### config.mk
export PLATFORM = sky130hd
export DESIGN_NAME = modbus_read_register_responder
export DESIGN_NICKNAME = d
export VERILOG_FILES = /design/src/rtl/mbrr_pkg.sv /design/src/rtl/mbrr_ctrl.sv /design/src/rtl/mbrr_datapath.sv /design/src/rtl/modbus_read_register_responder.sv
export SDC_FILE = /design/constraint.sdc
export NUM_CORES = 1
export LEC_CHECK = 0
export BUFFER_PORTS_ARGS = -buffer_cell sky130_fd_sc_hd__buf_2
export CAP_MARGIN = 20
export CORE_MARGIN = 2
export CORE_UTILIZATION = 60
export CTS_BUF_LIST = sky130_fd_sc_hd__clkbuf_4
export DETAILED_ROUTE_END_ITERATION = 7
export PLACE_DENSITY = 0.89
export SYNTH_ARGS = -nofsm -noshare
export SYNTH_HDL_FRONTEND = slang
export SYNTH_SLANG_ARGS = --single-unit
export TNS_END_PERCENT = 1
### constraint.sdc
create_clock -name clk -period 4.2 [get_ports clk]
set_input_delay 0.84 -clock clk [delete_from_list [all_inputs] [get_ports clk]]
set_output_delay 0.84 -clock clk [all_outputs]
set_load 0.05 [all_outputs]
### src/rtl/mbrr_pkg.sv
// Shared types, constants and CRC function for the Modbus read-register responder.
`timescale 1ns / 1ps
`default_nettype none

package mbrr_pkg;

  localparam int WIN_LEN      = 8;
  localparam int MAX_REGS_DEF = 125;

  localparam logic [7:0]  SLAVE_ADDR_RST    = 8'h01;
  localparam logic [7:0]  FC_READ_HOLDING   = 8'h03;
  localparam logic [7:0]  FC_READ_INPUT     = 8'h04;
  localparam logic [7:0]  EXC_FLAG          = 8'h80;
  localparam logic [7:0]  EXC_ILLEGAL_VALUE = 8'h03;
  localparam logic [7:0]  CHECK_LAST_IDX    = 8'd5;
  localparam logic [7:0]  FRAME_OVERHEAD    = 8'd5;
  localparam logic [15:0] REG_METRIC_0      = 16'h0004;
  localparam logic [15:0] REG_METRIC_1      = 16'h0006;
  localparam logic [15:0] REG_METRIC_2      = 16'h0008;
  localparam logic [15:0] REG_UNMAPPED      = 16'hFFFF;
  localparam logic [15:0] CRC_INIT          = 16'hFFFF;
  localparam logic [15:0] CRC_POLY          = 16'hA001;

  typedef enum logic [1:0] {
    ST_IDLE,
    ST_CHECK,
    ST_VERIFY,
    ST_RESP
  } mbrr_state_t;

  typedef struct packed {
    logic win_push;
    logic metric_wr;
    logic crc_clear;
    logic crc_step;
    logic win_consume;
    logic win_shift;
    logic resp_start;
    logic resp_step;
  } mbrr_cmd_t;

  typedef struct packed {
    logic fill_is_last;
    logic check_done;
    logic frame_ok;
    logic addr_match;
    logic resp_last;
    logic can_step;
  } mbrr_status_t;

  function automatic logic [15:0] crc16_byte(input logic [15:0] crc, input logic [7:0] data);
    logic [15:0] c;
    c = crc ^ {8'h00, data};
    for (int b = 0; b < 8; b++) begin
      c = c[0] ? ((c >> 1) ^ CRC_POLY) : (c >> 1);
    end
    return c;
  endfunction

endpackage

`default_nettype wire

### src/rtl/mbrr_ctrl.sv
// Controller state machine: sequences receive, CRC check, verify and response.
`timescale 1ns / 1ps
`default_nettype none

module mbrr_ctrl
  import mbrr_pkg::*;
(
  input  wire logic         clk,
  input  wire logic         rst_n,
  input  wire logic         in_valid,
  input  wire logic         in_op,
  output logic              in_stall,
  input  wire mbrr_status_t st,
  output mbrr_cmd_t         cmd
);

  mbrr_state_t state_r, state_nxt;
  logic        accept;

  always_ff @(posedge clk) begin
    if (!rst_n) begin
      state_r <= ST_IDLE;
    end else begin
      state_r <= state_nxt;
    end
  end

  always_comb begin
    state_nxt = state_r;
    cmd       = '0;
    in_stall  = 1'b1;
    accept    = 1'b0;
    unique case (state_r)
      ST_IDLE: begin
        in_stall = 1'b0;
        accept   = in_valid;
        if (accept) begin
          if (in_op) begin
            cmd.metric_wr = 1'b1;
          end else begin
            cmd.win_push = 1'b1;
            if (st.fill_is_last) begin
              cmd.crc_clear = 1'b1;
              state_nxt     = ST_CHECK;
            end
          end
        end
      end
      ST_CHECK: begin
        cmd.crc_step = 1'b1;
        if (st.check_done) state_nxt = ST_VERIFY;
      end
      ST_VERIFY: begin
        state_nxt = ST_IDLE;
        if (st.frame_ok) begin
          cmd.win_consume = 1'b1;
          if (st.addr_match) begin
            cmd.resp_start = 1'b1;
            state_nxt      = ST_RESP;
          end
        end else begin
          cmd.win_shift = 1'b1;
        end
      end
      ST_RESP: begin
        if (st.can_step) begin
          cmd.resp_step = 1'b1;
          if (st.resp_last) state_nxt = ST_IDLE;
        end
      end
      default: state_nxt = ST_IDLE;
    endcase
  end

endmodule

`default_nettype wire

### src/rtl/mbrr_datapath.sv
// Datapath: frame window, metrics, CRC unit, response byte generator and packer.
`timescale 1ns / 1ps
`default_nettype none

module mbrr_datapath
  import mbrr_pkg::*;
#(
  parameter int MAX_REGS = MAX_REGS_DEF
) (
  input  wire logic         clk,
  input  wire logic         rst_n,
  input  wire logic [7:0]   in_rx_byte,
  input  wire logic [1:0]   in_metric_select,
  input  wire logic [15:0]  in_metric_value,
  input  wire logic         cfg_valid,
  output logic              cfg_ready,
  input  wire logic [7:0]   cfg_data,
  input  wire mbrr_cmd_t    cmd,
  output mbrr_status_t      st,
  output logic              out_valid,
  input  wire logic         out_stall,
  output logic [7:0]        out_tx_byte_0,
  output logic [7:0]        out_tx_byte_1,
  output logic [7:0]        out_tx_byte_2,
  output logic [7:0]        out_tx_byte_3,
  output logic [2:0]        out_bytes_valid,
  output logic              out_last
);

  localparam logic [15:0] MaxRegs = 16'(MAX_REGS);

  logic [7:0]  win_r [WIN_LEN];
  logic [3:0]  fill_r;
  logic [15:0] metric_r [3];
  logic [7:0]  slave_addr_r;
  logic [15:0] crc_r;
  logic [7:0]  idx_r;
  logic [7:0]  len_r;
  logic        exc_r;
  logic [15:0] reg_addr_r;
  logic [7:0]  pk_r [3];
  logic [1:0]  pk_cnt_r;
  logic        out_valid_r;
  logic [7:0]  tx_r [4];
  logic [2:0]  bv_r;
  logic        last_r;

  logic [7:0]  fc;
  logic [15:0] first_reg_addr;
  logic [15:0] reg_count;
  logic        exc_nxt;
  logic [7:0]  len_nxt;
  logic        last_byte;
  logic        crc_lo_byte;
  logic        crc_byte;
  logic [15:0] reg_val;
  logic [7:0]  tx_cur;
  logic        emit;
  logic        out_free;

  assign cfg_ready      = 1'b1;
  assign fc             = win_r[1];
  assign first_reg_addr = {win_r[2], win_r[3]};
  assign reg_count      = {win_r[4], win_r[5]};
  assign exc_nxt        = (reg_count == 16'd0) || (reg_count > MaxRegs);
  assign len_nxt        = exc_nxt ? FRAME_OVERHEAD : FRAME_OVERHEAD + {reg_count[6:0], 1'b0};

  assign last_byte   = idx_r == len_r - 8'd1;
  assign crc_lo_byte = idx_r == len_r - 8'd2;
  assign crc_byte    = last_byte || crc_lo_byte;

  always_comb begin
    unique case (reg_addr_r)
      REG_METRIC_0: reg_val = metric_r[0];
      REG_METRIC_1: reg_val = metric_r[1];
      REG_METRIC_2: reg_val = metric_r[2];
      default:      reg_val = REG_UNMAPPED;
    endcase
  end

  always_comb begin
    if (last_byte) begin
      tx_cur = crc_r[15:8];
    end else if (crc_lo_byte) begin
      tx_cur = crc_r[7:0];
    end else if (idx_r == 8'd0) begin
      tx_cur = slave_addr_r;
    end else if (idx_r == 8'd1) begin
      tx_cur = exc_r ? (EXC_FLAG | fc) : fc;
    end else if (idx_r == 8'd2) begin
      tx_cur = exc_r ? EXC_ILLEGAL_VALUE : len_r - FRAME_OVERHEAD;
    end else begin
      tx_cur = idx_r[0] ? reg_val[15:8] : reg_val[7:0];
    end
  end

  assign emit     = (pk_cnt_r == 2'd3) || last_byte;
  assign out_free = !out_valid_r || !out_stall;

  assign st.fill_is_last = fill_r == 4'(WIN_LEN - 1);
  assign st.check_done   = idx_r == CHECK_LAST_IDX;
  assign st.frame_ok     = ((fc == FC_READ_HOLDING) || (fc == FC_READ_INPUT))
                           && (crc_r == {win_r[7], win_r[6]});
  assign st.addr_match   = win_r[0] == slave_addr_r;
  assign st.resp_last    = last_byte;
  assign st.can_step     = !emit || out_free;

  // frame window and payload registers
  always_ff @(posedge clk) begin
    if (cmd.win_push) win_r[fill_r[2:0]] <= in_rx_byte;
    if (cmd.win_shift) begin
      for (int i = 0; i < WIN_LEN - 1; i++) win_r[i] <= win_r[i + 1];
    end
    if (cmd.resp_start) begin
      len_r      <= len_nxt;
      exc_r      <= exc_nxt;
      reg_addr_r <= first_reg_addr;
    end
    if (cmd.resp_step) begin
      if (!crc_byte && !idx_r[0] && idx_r > 8'd2) reg_addr_r <= reg_addr_r + 16'd1;
      if (!emit) pk_r[pk_cnt_r] <= tx_cur;
    end
    if (cmd.crc_clear || cmd.resp_start) begin
      crc_r <= CRC_INIT;
      idx_r <= 8'd0;
    end else if (cmd.crc_step) begin
      crc_r <= crc16_byte(crc_r, win_r[idx_r[2:0]]);
      idx_r <= idx_r + 8'd1;
    end else if (cmd.resp_step) begin
      if (!crc_byte) crc_r <= crc16_byte(crc_r, tx_cur);
      idx_r <= idx_r + 8'd1;
    end
    if (cmd.resp_step && emit) begin
      for (int j = 0; j < 4; j++) begin
        if (2'(j) < pk_cnt_r && j < 3) begin
          tx_r[j] <= pk_r[j[1:0]];
        end else if (3'(j) == {1'b0, pk_cnt_r}) begin
          tx_r[j] <= tx_cur;
        end else begin
          tx_r[j] <= 8'h00;
        end
      end
      bv_r   <= {1'b0, pk_cnt_r} + 3'd1;
      last_r <= last_byte;
    end
  end

  // control state
  always_ff @(posedge clk) begin
    if (!rst_n) begin
      fill_r       <= '0;
      slave_addr_r <= SLAVE_ADDR_RST;
      pk_cnt_r     <= '0;
      out_valid_r  <= 1'b0;
      for (int m = 0; m < 3; m++) metric_r[m] <= '0;
    end else begin
      if (cfg_valid && cfg_ready) slave_addr_r <= cfg_data;
      if (cmd.metric_wr && in_metric_select != 2'd3) metric_r[in_metric_select] <= in_metric_value;
      if (cmd.win_push) begin
        fill_r <= fill_r + 4'd1;
      end else if (cmd.win_consume) begin
        fill_r <= '0;
      end else if (cmd.win_shift) begin
        fill_r <= 4'(WIN_LEN - 1);
      end
      if (cmd.resp_start) begin
        pk_cnt_r <= '0;
      end else if (cmd.resp_step) begin
        pk_cnt_r <= emit ? 2'd0 : pk_cnt_r + 2'd1;
      end
      if (cmd.resp_step && emit) begin
        out_valid_r <= 1'b1;
      end else if (!out_stall) begin
        out_valid_r <= 1'b0;
      end
    end
  end

  assign out_valid       = out_valid_r;
  assign out_tx_byte_0   = tx_r[0];
  assign out_tx_byte_1   = tx_r[1];
  assign out_tx_byte_2   = tx_r[2];
  assign out_tx_byte_3   = tx_r[3];
  assign out_bytes_valid = bv_r;
  assign out_last        = last_r;

endmodule

`default_nettype wire

### src/rtl/modbus_read_register_responder.sv
// Top level of the Modbus RTU read-register responder.
//
//   channel  direction  handshake              content
//   in_      input      in_valid / in_stall    received byte or metric update
//   out_     output     out_valid / out_stall  response group of up to four bytes
//   cfg_     input      cfg_valid / cfg_ready  slave address
//
// A metric update or a byte that leaves the window short is taken while idle.
// A byte that fills the window starts 6 CRC steps (one byte per step) and a
// verify step; a valid request for this slave then steps out the response bytes.
// Reset clears the window fill count, metrics and sets the slave address to 1.
// Input is stalled in check, verify and response; output stalls hold the generator.
`timescale 1ns / 1ps
`default_nettype none

module modbus_read_register_responder
  import mbrr_pkg::*;
#(
  parameter int MAX_REGS = MAX_REGS_DEF
) (
  input  wire logic        clk,
  input  wire logic        rst_n,
  input  wire logic        in_valid,
  output logic             in_stall,
  input  wire logic        in_op,
  input  wire logic [7:0]  in_rx_byte,
  input  wire logic [1:0]  in_metric_select,
  input  wire logic [15:0] in_metric_value,
  output logic             out_valid,
  input  wire logic        out_stall,
  output logic [7:0]       out_tx_byte_0,
  output logic [7:0]       out_tx_byte_1,
  output logic [7:0]       out_tx_byte_2,
  output logic [7:0]       out_tx_byte_3,
  output logic [2:0]       out_bytes_valid,
  output logic             out_last,
  input  wire logic        cfg_valid,
  output logic             cfg_ready,
  input  wire logic [7:0]  cfg_data
);

  mbrr_cmd_t    cmd;
  mbrr_status_t st;

  mbrr_ctrl u_ctrl (
    .clk      (clk),
    .rst_n    (rst_n),
    .in_valid (in_valid),
    .in_op    (in_op),
    .in_stall (in_stall),
    .st       (st),
    .cmd      (cmd)
  );

  mbrr_datapath #(
    .MAX_REGS (MAX_REGS)
  ) u_dp (
    .clk              (clk),
    .rst_n            (rst_n),
    .in_rx_byte       (in_rx_byte),
    .in_metric_select (in_metric_select),
    .in_metric_value  (in_metric_value),
    .cfg_valid        (cfg_valid),
    .cfg_ready        (cfg_ready),
    .cfg_data         (cfg_data),
    .cmd              (cmd),
    .st               (st),
    .out_valid        (out_valid),
    .out_stall        (out_stall),
    .out_tx_byte_0    (out_tx_byte_0),
    .out_tx_byte_1    (out_tx_byte_1),
    .out_tx_byte_2    (out_tx_byte_2),
    .out_tx_byte_3    (out_tx_byte_3),
    .out_bytes_valid  (out_bytes_valid),
    .out_last         (out_last)
  );

  a_full_window_stalls: assert property (@(posedge clk) disable iff (!rst_n)
    (cmd.win_push && st.fill_is_last) |=> in_stall)
    else $error("window full but input not stalled for check");

  a_short_group_is_last: assert property (@(posedge clk) disable iff (!rst_n)
    (out_valid && out_bytes_valid != 3'd4) |-> out_last)
    else $error("partial transfer group not marked last");

  a_resp_end_releases: assert property (@(posedge clk) disable iff (!rst_n)
    (cmd.resp_step && st.resp_last) |=> !in_stall)
    else $error("input still stalled after final response byte");

endmodule

`default_nettype wire

# Word-level counts from Yosys, hierarchy flattened
# Memory sizes are Yosys's and may differ from the RTL's. A register that Yosys moved wholly into a read port is not among the register bits.
# Cells that the tools add are included.
[totals] n_memories=4 register_bits=70 out_inout_bits=39 in_bits=40 ramBits=168
[mem_list] memory="u_dp.win_r" depth=8 word_bits=8 rd=9 rd_clocked_by_memory_dff=1 write_ports=7 line_no="mbrr_datapath.sv:32" source="logic [7:0] win_r [WIN_LEN];"
[mem_list] memory="u_dp.metric_r" depth=3 word_bits=16 rd=3 rd_clocked_by_memory_dff=0 write_ports=3 line_no="mbrr_datapath.sv:34" source="logic [15:0] metric_r [3];"
[mem_list] memory="u_dp.tx_r" depth=4 word_bits=8 rd=4 rd_clocked_by_memory_dff=0 write_ports=4 line_no="mbrr_datapath.sv:44" source="logic [7:0] tx_r [4];"
[mem_list] memory="u_dp.pk_r" depth=3 word_bits=8 rd=3 rd_clocked_by_memory_dff=0 write_ports=1 line_no="mbrr_datapath.sv:41" source="logic [7:0] pk_r [3];"
[classes] n_eq_ne=29 n_bitwise=26 reduce_logical=28 add_sub_neg=9 muxes=128 n_lt_le_gt_ge=5
[op_table] op="16-bit two-way mux" n=23
[op_table] op="8-bit two-way mux" n=18
[op_table] op="1-bit two-way mux" n=66
[op_table] op="2-bit inverter with 3-bit output" n=16
[op_table] op="16-bit case mux with 3 select lines" n=1
[op_table] op="16-bit by 3-bit == test with 1-bit output (second input constant)" n=2
[op_table] op="16-bit by 8-bit XOR with 16-bit output" n=2
[op_table] op="8-bit == test" n=3
[op_table] op="2-bit two-way mux" n=10
[op_table] op="3-bit two-way mux" n=6
[op_table] op="16-bit by 1-bit adder with 16-bit output (second input constant)" n=1
[op_table] op="16-bit == test" n=1
[op_table] op="16-bit by 4-bit == test with 1-bit output (second input constant)" n=1
[op_table] op="8-bit by 2-bit == test with 1-bit output (second input constant)" n=2
[op_table] op="8-bit by 3-bit == test with 1-bit output (second input constant)" n=2
[op_table] op="16-bit by 7-bit greater-than comparator with 1-bit output (second input constant)" n=1
[op_table] op="16-bit logical NOT" n=1
[op_table] op="16-bit OR reduction" n=1
[op_table] op="2-bit inequality test (second input constant)" n=7
[op_table] op="4-bit two-way mux" n=3
[op_table] op="3-bit by 8-bit adder with 8-bit output (first input constant)" n=1
[op_table] op="8-bit by 1-bit adder with 8-bit output (second input constant)" n=1
[op_table] op="8-bit by 1-bit == test with 1-bit output (second input constant)" n=1
[op_table] op="8-bit by 2-bit greater-than comparator with 1-bit output (second input constant)" n=1
[op_table] op="other kinds (28)" n=54

# Logic depth before layout (Yosys ltp)
[depth] depth_word=28 depth_mapped=16

# Modules after synthesis
# From an unflattened synthesis, not the netlist that was laid out.
[hier_totals] hier_cells=1202 area_unflattened_um2=12707.2
[modules_own_cells] mod="mbrr_datapath" seq_area_each_um2=6566.3 n_inst=1 cells_per_inst=1177 area_each_um2=12504.5
[modules_own_cells] mod="mbrr_ctrl" seq_area_each_um2=40.0 n_inst=1 cells_per_inst=25 area_each_um2=202.7

# Worst setup path after synthesis
# OpenSTA, ideal clock, no wires.
[synth_path] path_type="register -> register" start="register u_dp.idx_r[0]" end="register u_dp.crc_r[0]" t_arrival_ns=3.666 slack_ns=0.411 required_time_ns=4.077 stages_incl_launch_ff=17 path_cell_list="dfxtp_1 clkbuf_1 inv_1 clkbuf_1 ha_1 buf_2 nor3b_1 o311ai_0 o31ai_1 or4_4 a21o_1 a21oi_4 xor2_2 xor3_2 xnor2_1 a221oi_2 a21oi_1"
[synth_between] elab_chain_len=19
[synth_lines] item="start: declaration" line_no="mbrr_datapath.sv:37" source="logic [7:0] idx_r;"
[synth_lines] item="start signal: assignment" line_no="mbrr_datapath.sv:128" source="idx_r <= idx_r + 8'd1;"
[synth_lines] item="start signal: assignment" line_no="mbrr_datapath.sv:131" source="idx_r <= idx_r + 8'd1;"
[synth_lines] item="8-bit by 2-bit == test with 1-bit output or 8-bit two-way mux (tied branches)" line_no="mbrr_datapath.sv:90, mbrr_datapath.sv:93"
[synth_lines] item="8-bit two-way mux" line_no="mbrr_datapath.sv:90" source="end else if (idx_r == 8'd2) begin"
[synth_lines] item="8-bit two-way mux" line_no="mbrr_datapath.sv:88" source="end else if (idx_r == 8'd1) begin"
[synth_lines] item="8-bit two-way mux" line_no="mbrr_datapath.sv:86" source="end else if (idx_r == 8'd0) begin"
[synth_lines] item="8-bit two-way mux" line_no="mbrr_datapath.sv:84" source="end else if (crc_lo_byte) begin"
[synth_lines] item="8-bit two-way mux" line_no="mbrr_datapath.sv:82" source="if (last_byte) begin"
[synth_lines] item="16-bit by 8-bit XOR with 16-bit output" line_no="mbrr_pkg.sv:53" source="c = crc ^ {8'h00, data};"
[synth_lines] item="16-bit two-way mux or 2-bit inverter with 3-bit output (tied branches) (6 in series)"
[synth_lines] item="2-bit inverter with 3-bit output (no source line) or 16-bit two-way mux (tied branches)"
[synth_lines] item="16-bit two-way mux (2 in series)" line_no="mbrr_pkg.sv:55" source="c = c[0] ? ((c >> 1) ^ CRC_POLY) : (c >> 1);"
[synth_lines] item="16-bit two-way mux" line_no="mbrr_datapath.sv:130" source="if (!crc_byte) crc_r <= crc16_byte(crc_r, tx_cur);"
[synth_lines] item="16-bit two-way mux" line_no="mbrr_datapath.sv:129" source="end else if (cmd.resp_step) begin"
[synth_lines] item="16-bit two-way mux" line_no="mbrr_datapath.sv:126" source="end else if (cmd.crc_step) begin"
[synth_lines] item="end signal: assignment" line_no="mbrr_datapath.sv:127" source="crc_r <= crc16_byte(crc_r, win_r[idx_r[2:0]]);"
[synth_lines] item="end signal: assignment" line_no="mbrr_datapath.sv:130"
[synth_lines] item="end: declaration" line_no="mbrr_datapath.sv:36" source="logic [15:0] crc_r;"
# Parallel ways exist; a longest one is shown, timed or not. The select of a mux whose other input is x is not followed.
# A chain may end at the register's enable or synchronous reset.

# Worst setup path after layout
# Same ends and word-level chain as after synthesis.

==> flow_metrics.tcl <==
set metrics [dict create \
    cp-end-kind "register" \
    worst_slew_pin_slew_ns 1.125 \
    p_int_mw 4.303 \
    drive_above_1_share_pct 20.16 \
    critPathKind "register to register" \
    num_io_pins 79 \
    worstPathRequired_ns 4.76 \
    final_common_cell "edfxtp_1" \
    switching_share_pct 28.87 \
    ys_ff_latch 240 \
    grt_pass1_vias 9338 \
    post_cts_buffers 0 \
    clk_pin_slew_ns 0.08 \
    avgSynthCellArea_um2 11.11 \
    drc 0 \
    fin_skew_ns 0.04448 \
    critPathTopFamily "simple AND/OR/NAND/NOR gates" \
    peakVddDrop_mv 0.2998 \
    yosysTopAreaCell "edfxtp_1" \
    synth_edf_count 180 \
    synth_top_flop_cell "edfxtp_1" \
    clock-sinks 240 \
    hold_buffers 0 \
    fin_crit_sh_pct 93.11 \
    period_minus_slack_ns 3.911 \
    syn_area_um2 12620 \
    syn_inst 1136 \
    post-dp-hpwl_um 22640 \
    ant_nets 0 \
    synthDistinctLibCells 81 \
    layout_common_cells "180 x edfxtp_1, 98 x clkbuf_4, 87 x nand2_1, 79 x nor2_1, 78 x buf_2" \
    worst-path-buf-inv 1 \
    synth_top_area_share_pct 42.84 \
    worstPathCellList "inv_1 -> ha_1 -> nor3b_1 -> a221oi_1 -> or3_1 -> a21o_1 -> a22oi_2 -> xor2_1 -> xor3_2 -> xnor2_1 -> a221oi_2 -> a21oi_1" \
    vias_per_cell 6.236 \
    fmax_mhz 255.7 \
    dr.pass1.iters 5 \
    core_um2 20820 \
    cp_max_fo 12 \
    root_buffer "clkbuf_4" \
    wl_per_cell_um 20.32 \
    htree_num_levels 2 \
    yosys-top-cells-area "edfxtp_1 43%, dfxtp_1 9.5%, a21o_1 3.6%" \
    cp-start-kind "register" \
    nets 1294 \
    cts.path.max_buffers 3 \
    cts-buffers-inserted 59 \
    fin_tns_setup_ns 0 \
    combinationalPowerShare_pct 20.0 \
    grt_antenna_before_repair 1 \
    rsz0062_at_grt "no" \
    grt_pass1_wl_um 50260 \
    ys_seq_area_share_pct 52.37 \
    dieArea_um2 22200 \
    via_count 9735 \
    crit_path_top_delay_cell "nor3b_1" \
    final_cell_area_um2 14100 \
    p_per_area_nw_per_um2 429.1 \
    finalHoldViolCount 0 \
    outcome "completed" \
    cts_tree "done" \
    max_stage_delay_ns 0.51 \
    grt.overflow.total 0 \
    worstSkewPairLatency_ns 0.71 \
    max-cap-violations 0 \
    p_sw_mw 1.746 \
    min_path_type "input port to register" \
    setup_ws_ns 0.2894 \
    die_y_um 149.0 \
    drt-total-wl_um 31720 \
    leakagePower_nw 5.613 \
    gp_congestion 0.9585 \
    synth-warning-count 0 \
    grtUsageTotal_pct 29.18 \
    std_cell_rows 53 \
    io_buffers 77 \
    dpl_cell_area_um2 13270 \
    setup_viol 0 \
    p_seq_share_pct 46.0 \
    area_delta_synth_final_pct 11.76 \
    async_flop_share_pct 0 \
    clock_power_share_pct 33.9 \
    dieWidth_um 149.0 \
    dp_slack_ns 0.4090 \
    grt_max_degree 59 \
    worstPathArrival_ns 4.47 \
    start_util_pct 60.59 \
    synth_nets 1195 \
    drt_iter0_drc 1086 \
    post_cts_resize_count 0 \
    max_slew_margin_pct 24.22 \
    drv_slew 0 \
]
synth_stat cells (12+ instances only):
library cell,instances
a21o_1,61
a21oi_1,39
a221oi_1,12
a22o_1,23
and2_1,53
and3_1,22
clkbuf_1,53
dfxtp_1,60
edfxtp_1,180
ha_1,19
inv_1,23
mux2i_1,24
mux4_2,17
nand2_1,87
nand2b_1,20
nand3_1,21
nand4_1,14
nor2_1,79
nor2b_1,14
nor3_1,17
o21ai_0,55
xnor2_1,35
xor2_1,40
final timing paths:
path | startpoint | end | slack [ns] | cells past startpoint
max | u_dp.idx_r[0] | u_dp.crc_r[0] | 0.29 | 12
min reg2reg | u_dp.pk_r[1][1] | u_dp.tx_r[1][1] | 0.53 | 1
max reg2reg | u_dp.idx_r[0] | u_dp.crc_r[0] | 0.29 | 12
min | cfg_data[0] | u_dp.slave_addr_r[0] | 0.36 | 3
kinds of logic after synthesis:
group                      synth area share, %
xor gates and xnor gates                 5.663
muxes                                    5.564
other                                  0.02972
buffers and inverters                    3.134
AOI/OAI and AO/OA                        15.57
and+or+nand+nor                          15.79
DFF                                      52.37
adders and majority gates                1.884
final cells by class:
type                    instances  area [µm²]
repair buffers                109       623.1
clock buffers                  97       728.2
well taps                     275       344.1
fillers                      1540        6723
flip-flops and latches        240        6606
diodes                          1       2.502
multi-input cells             800        5614
inverters                      25       93.84
clock inverters                14       87.58
routing by layer:
metal | GRT usage (%) | wire length [µm] | up-vias
met4 | 11.00 | 1083 | 0
met3 | 4.893 | 2770 | 92
met1 | 39.79 | 12840 | 4643
li1 | - | - | 4445
met5 | 0 | 0 | -
met2 | 47.30 | 15020 | 555
through the flow:
stage	utilization, %	hold slack (ns)	power [mW]	instances
2_1_floorplan	-	0.4534	3.714	1136
3_3_place_gp	63.72	0.4892	3.993	1447
3_5_place_dp	63.72	0.5198	4.021	1447
4_1_cts	67.64	0.3223	6.059	1558
5_1_grt	67.71	0.3246	6.321	1561
6_report	67.71	0.3585	6.050	1561
sequential cells by signal, summed over array words and instances, names as in the netlist, 2 cells and up, named ones only:
name                  flops
u_ctrl.state_r            2
u_dp.crc_r               16
u_dp.fill_r               4
u_dp.idx_r                8
u_dp.len_r                7
u_dp.metric_r            48
u_dp.out_bytes_valid      3
u_dp.pk_cnt_r             2
u_dp.pk_r                24
u_dp.reg_addr_r          16
u_dp.slave_addr_r         8
u_dp.tx_r                32
u_dp.win_r               64
worst register-to-register path, stage by stage (launching register included):
cell      delay, ns
dfxtp_1        0.32
inv_1          0.29
ha_1           0.39
nor3b_1        0.51
a221oi_1       0.15
or3_1          0.44
a21o_1         0.19
a22oi_2        0.22
xor2_1         0.25
xor3_2         0.51
xnor2_1        0.17
a221oi_2       0.28
a21oi_1        0.06
power groups by stage:
stage	registers, mW	clock network, mW	logic, mW
floorplan	2.74	0	0.973
global placement	2.83	0	1.17
detailed placement	2.83	0	1.19
CTS	2.78	2.08	1.20
global route	2.79	2.21	1.32
finish	2.79	2.05	1.21
Power figures use the tool's default switching activity.
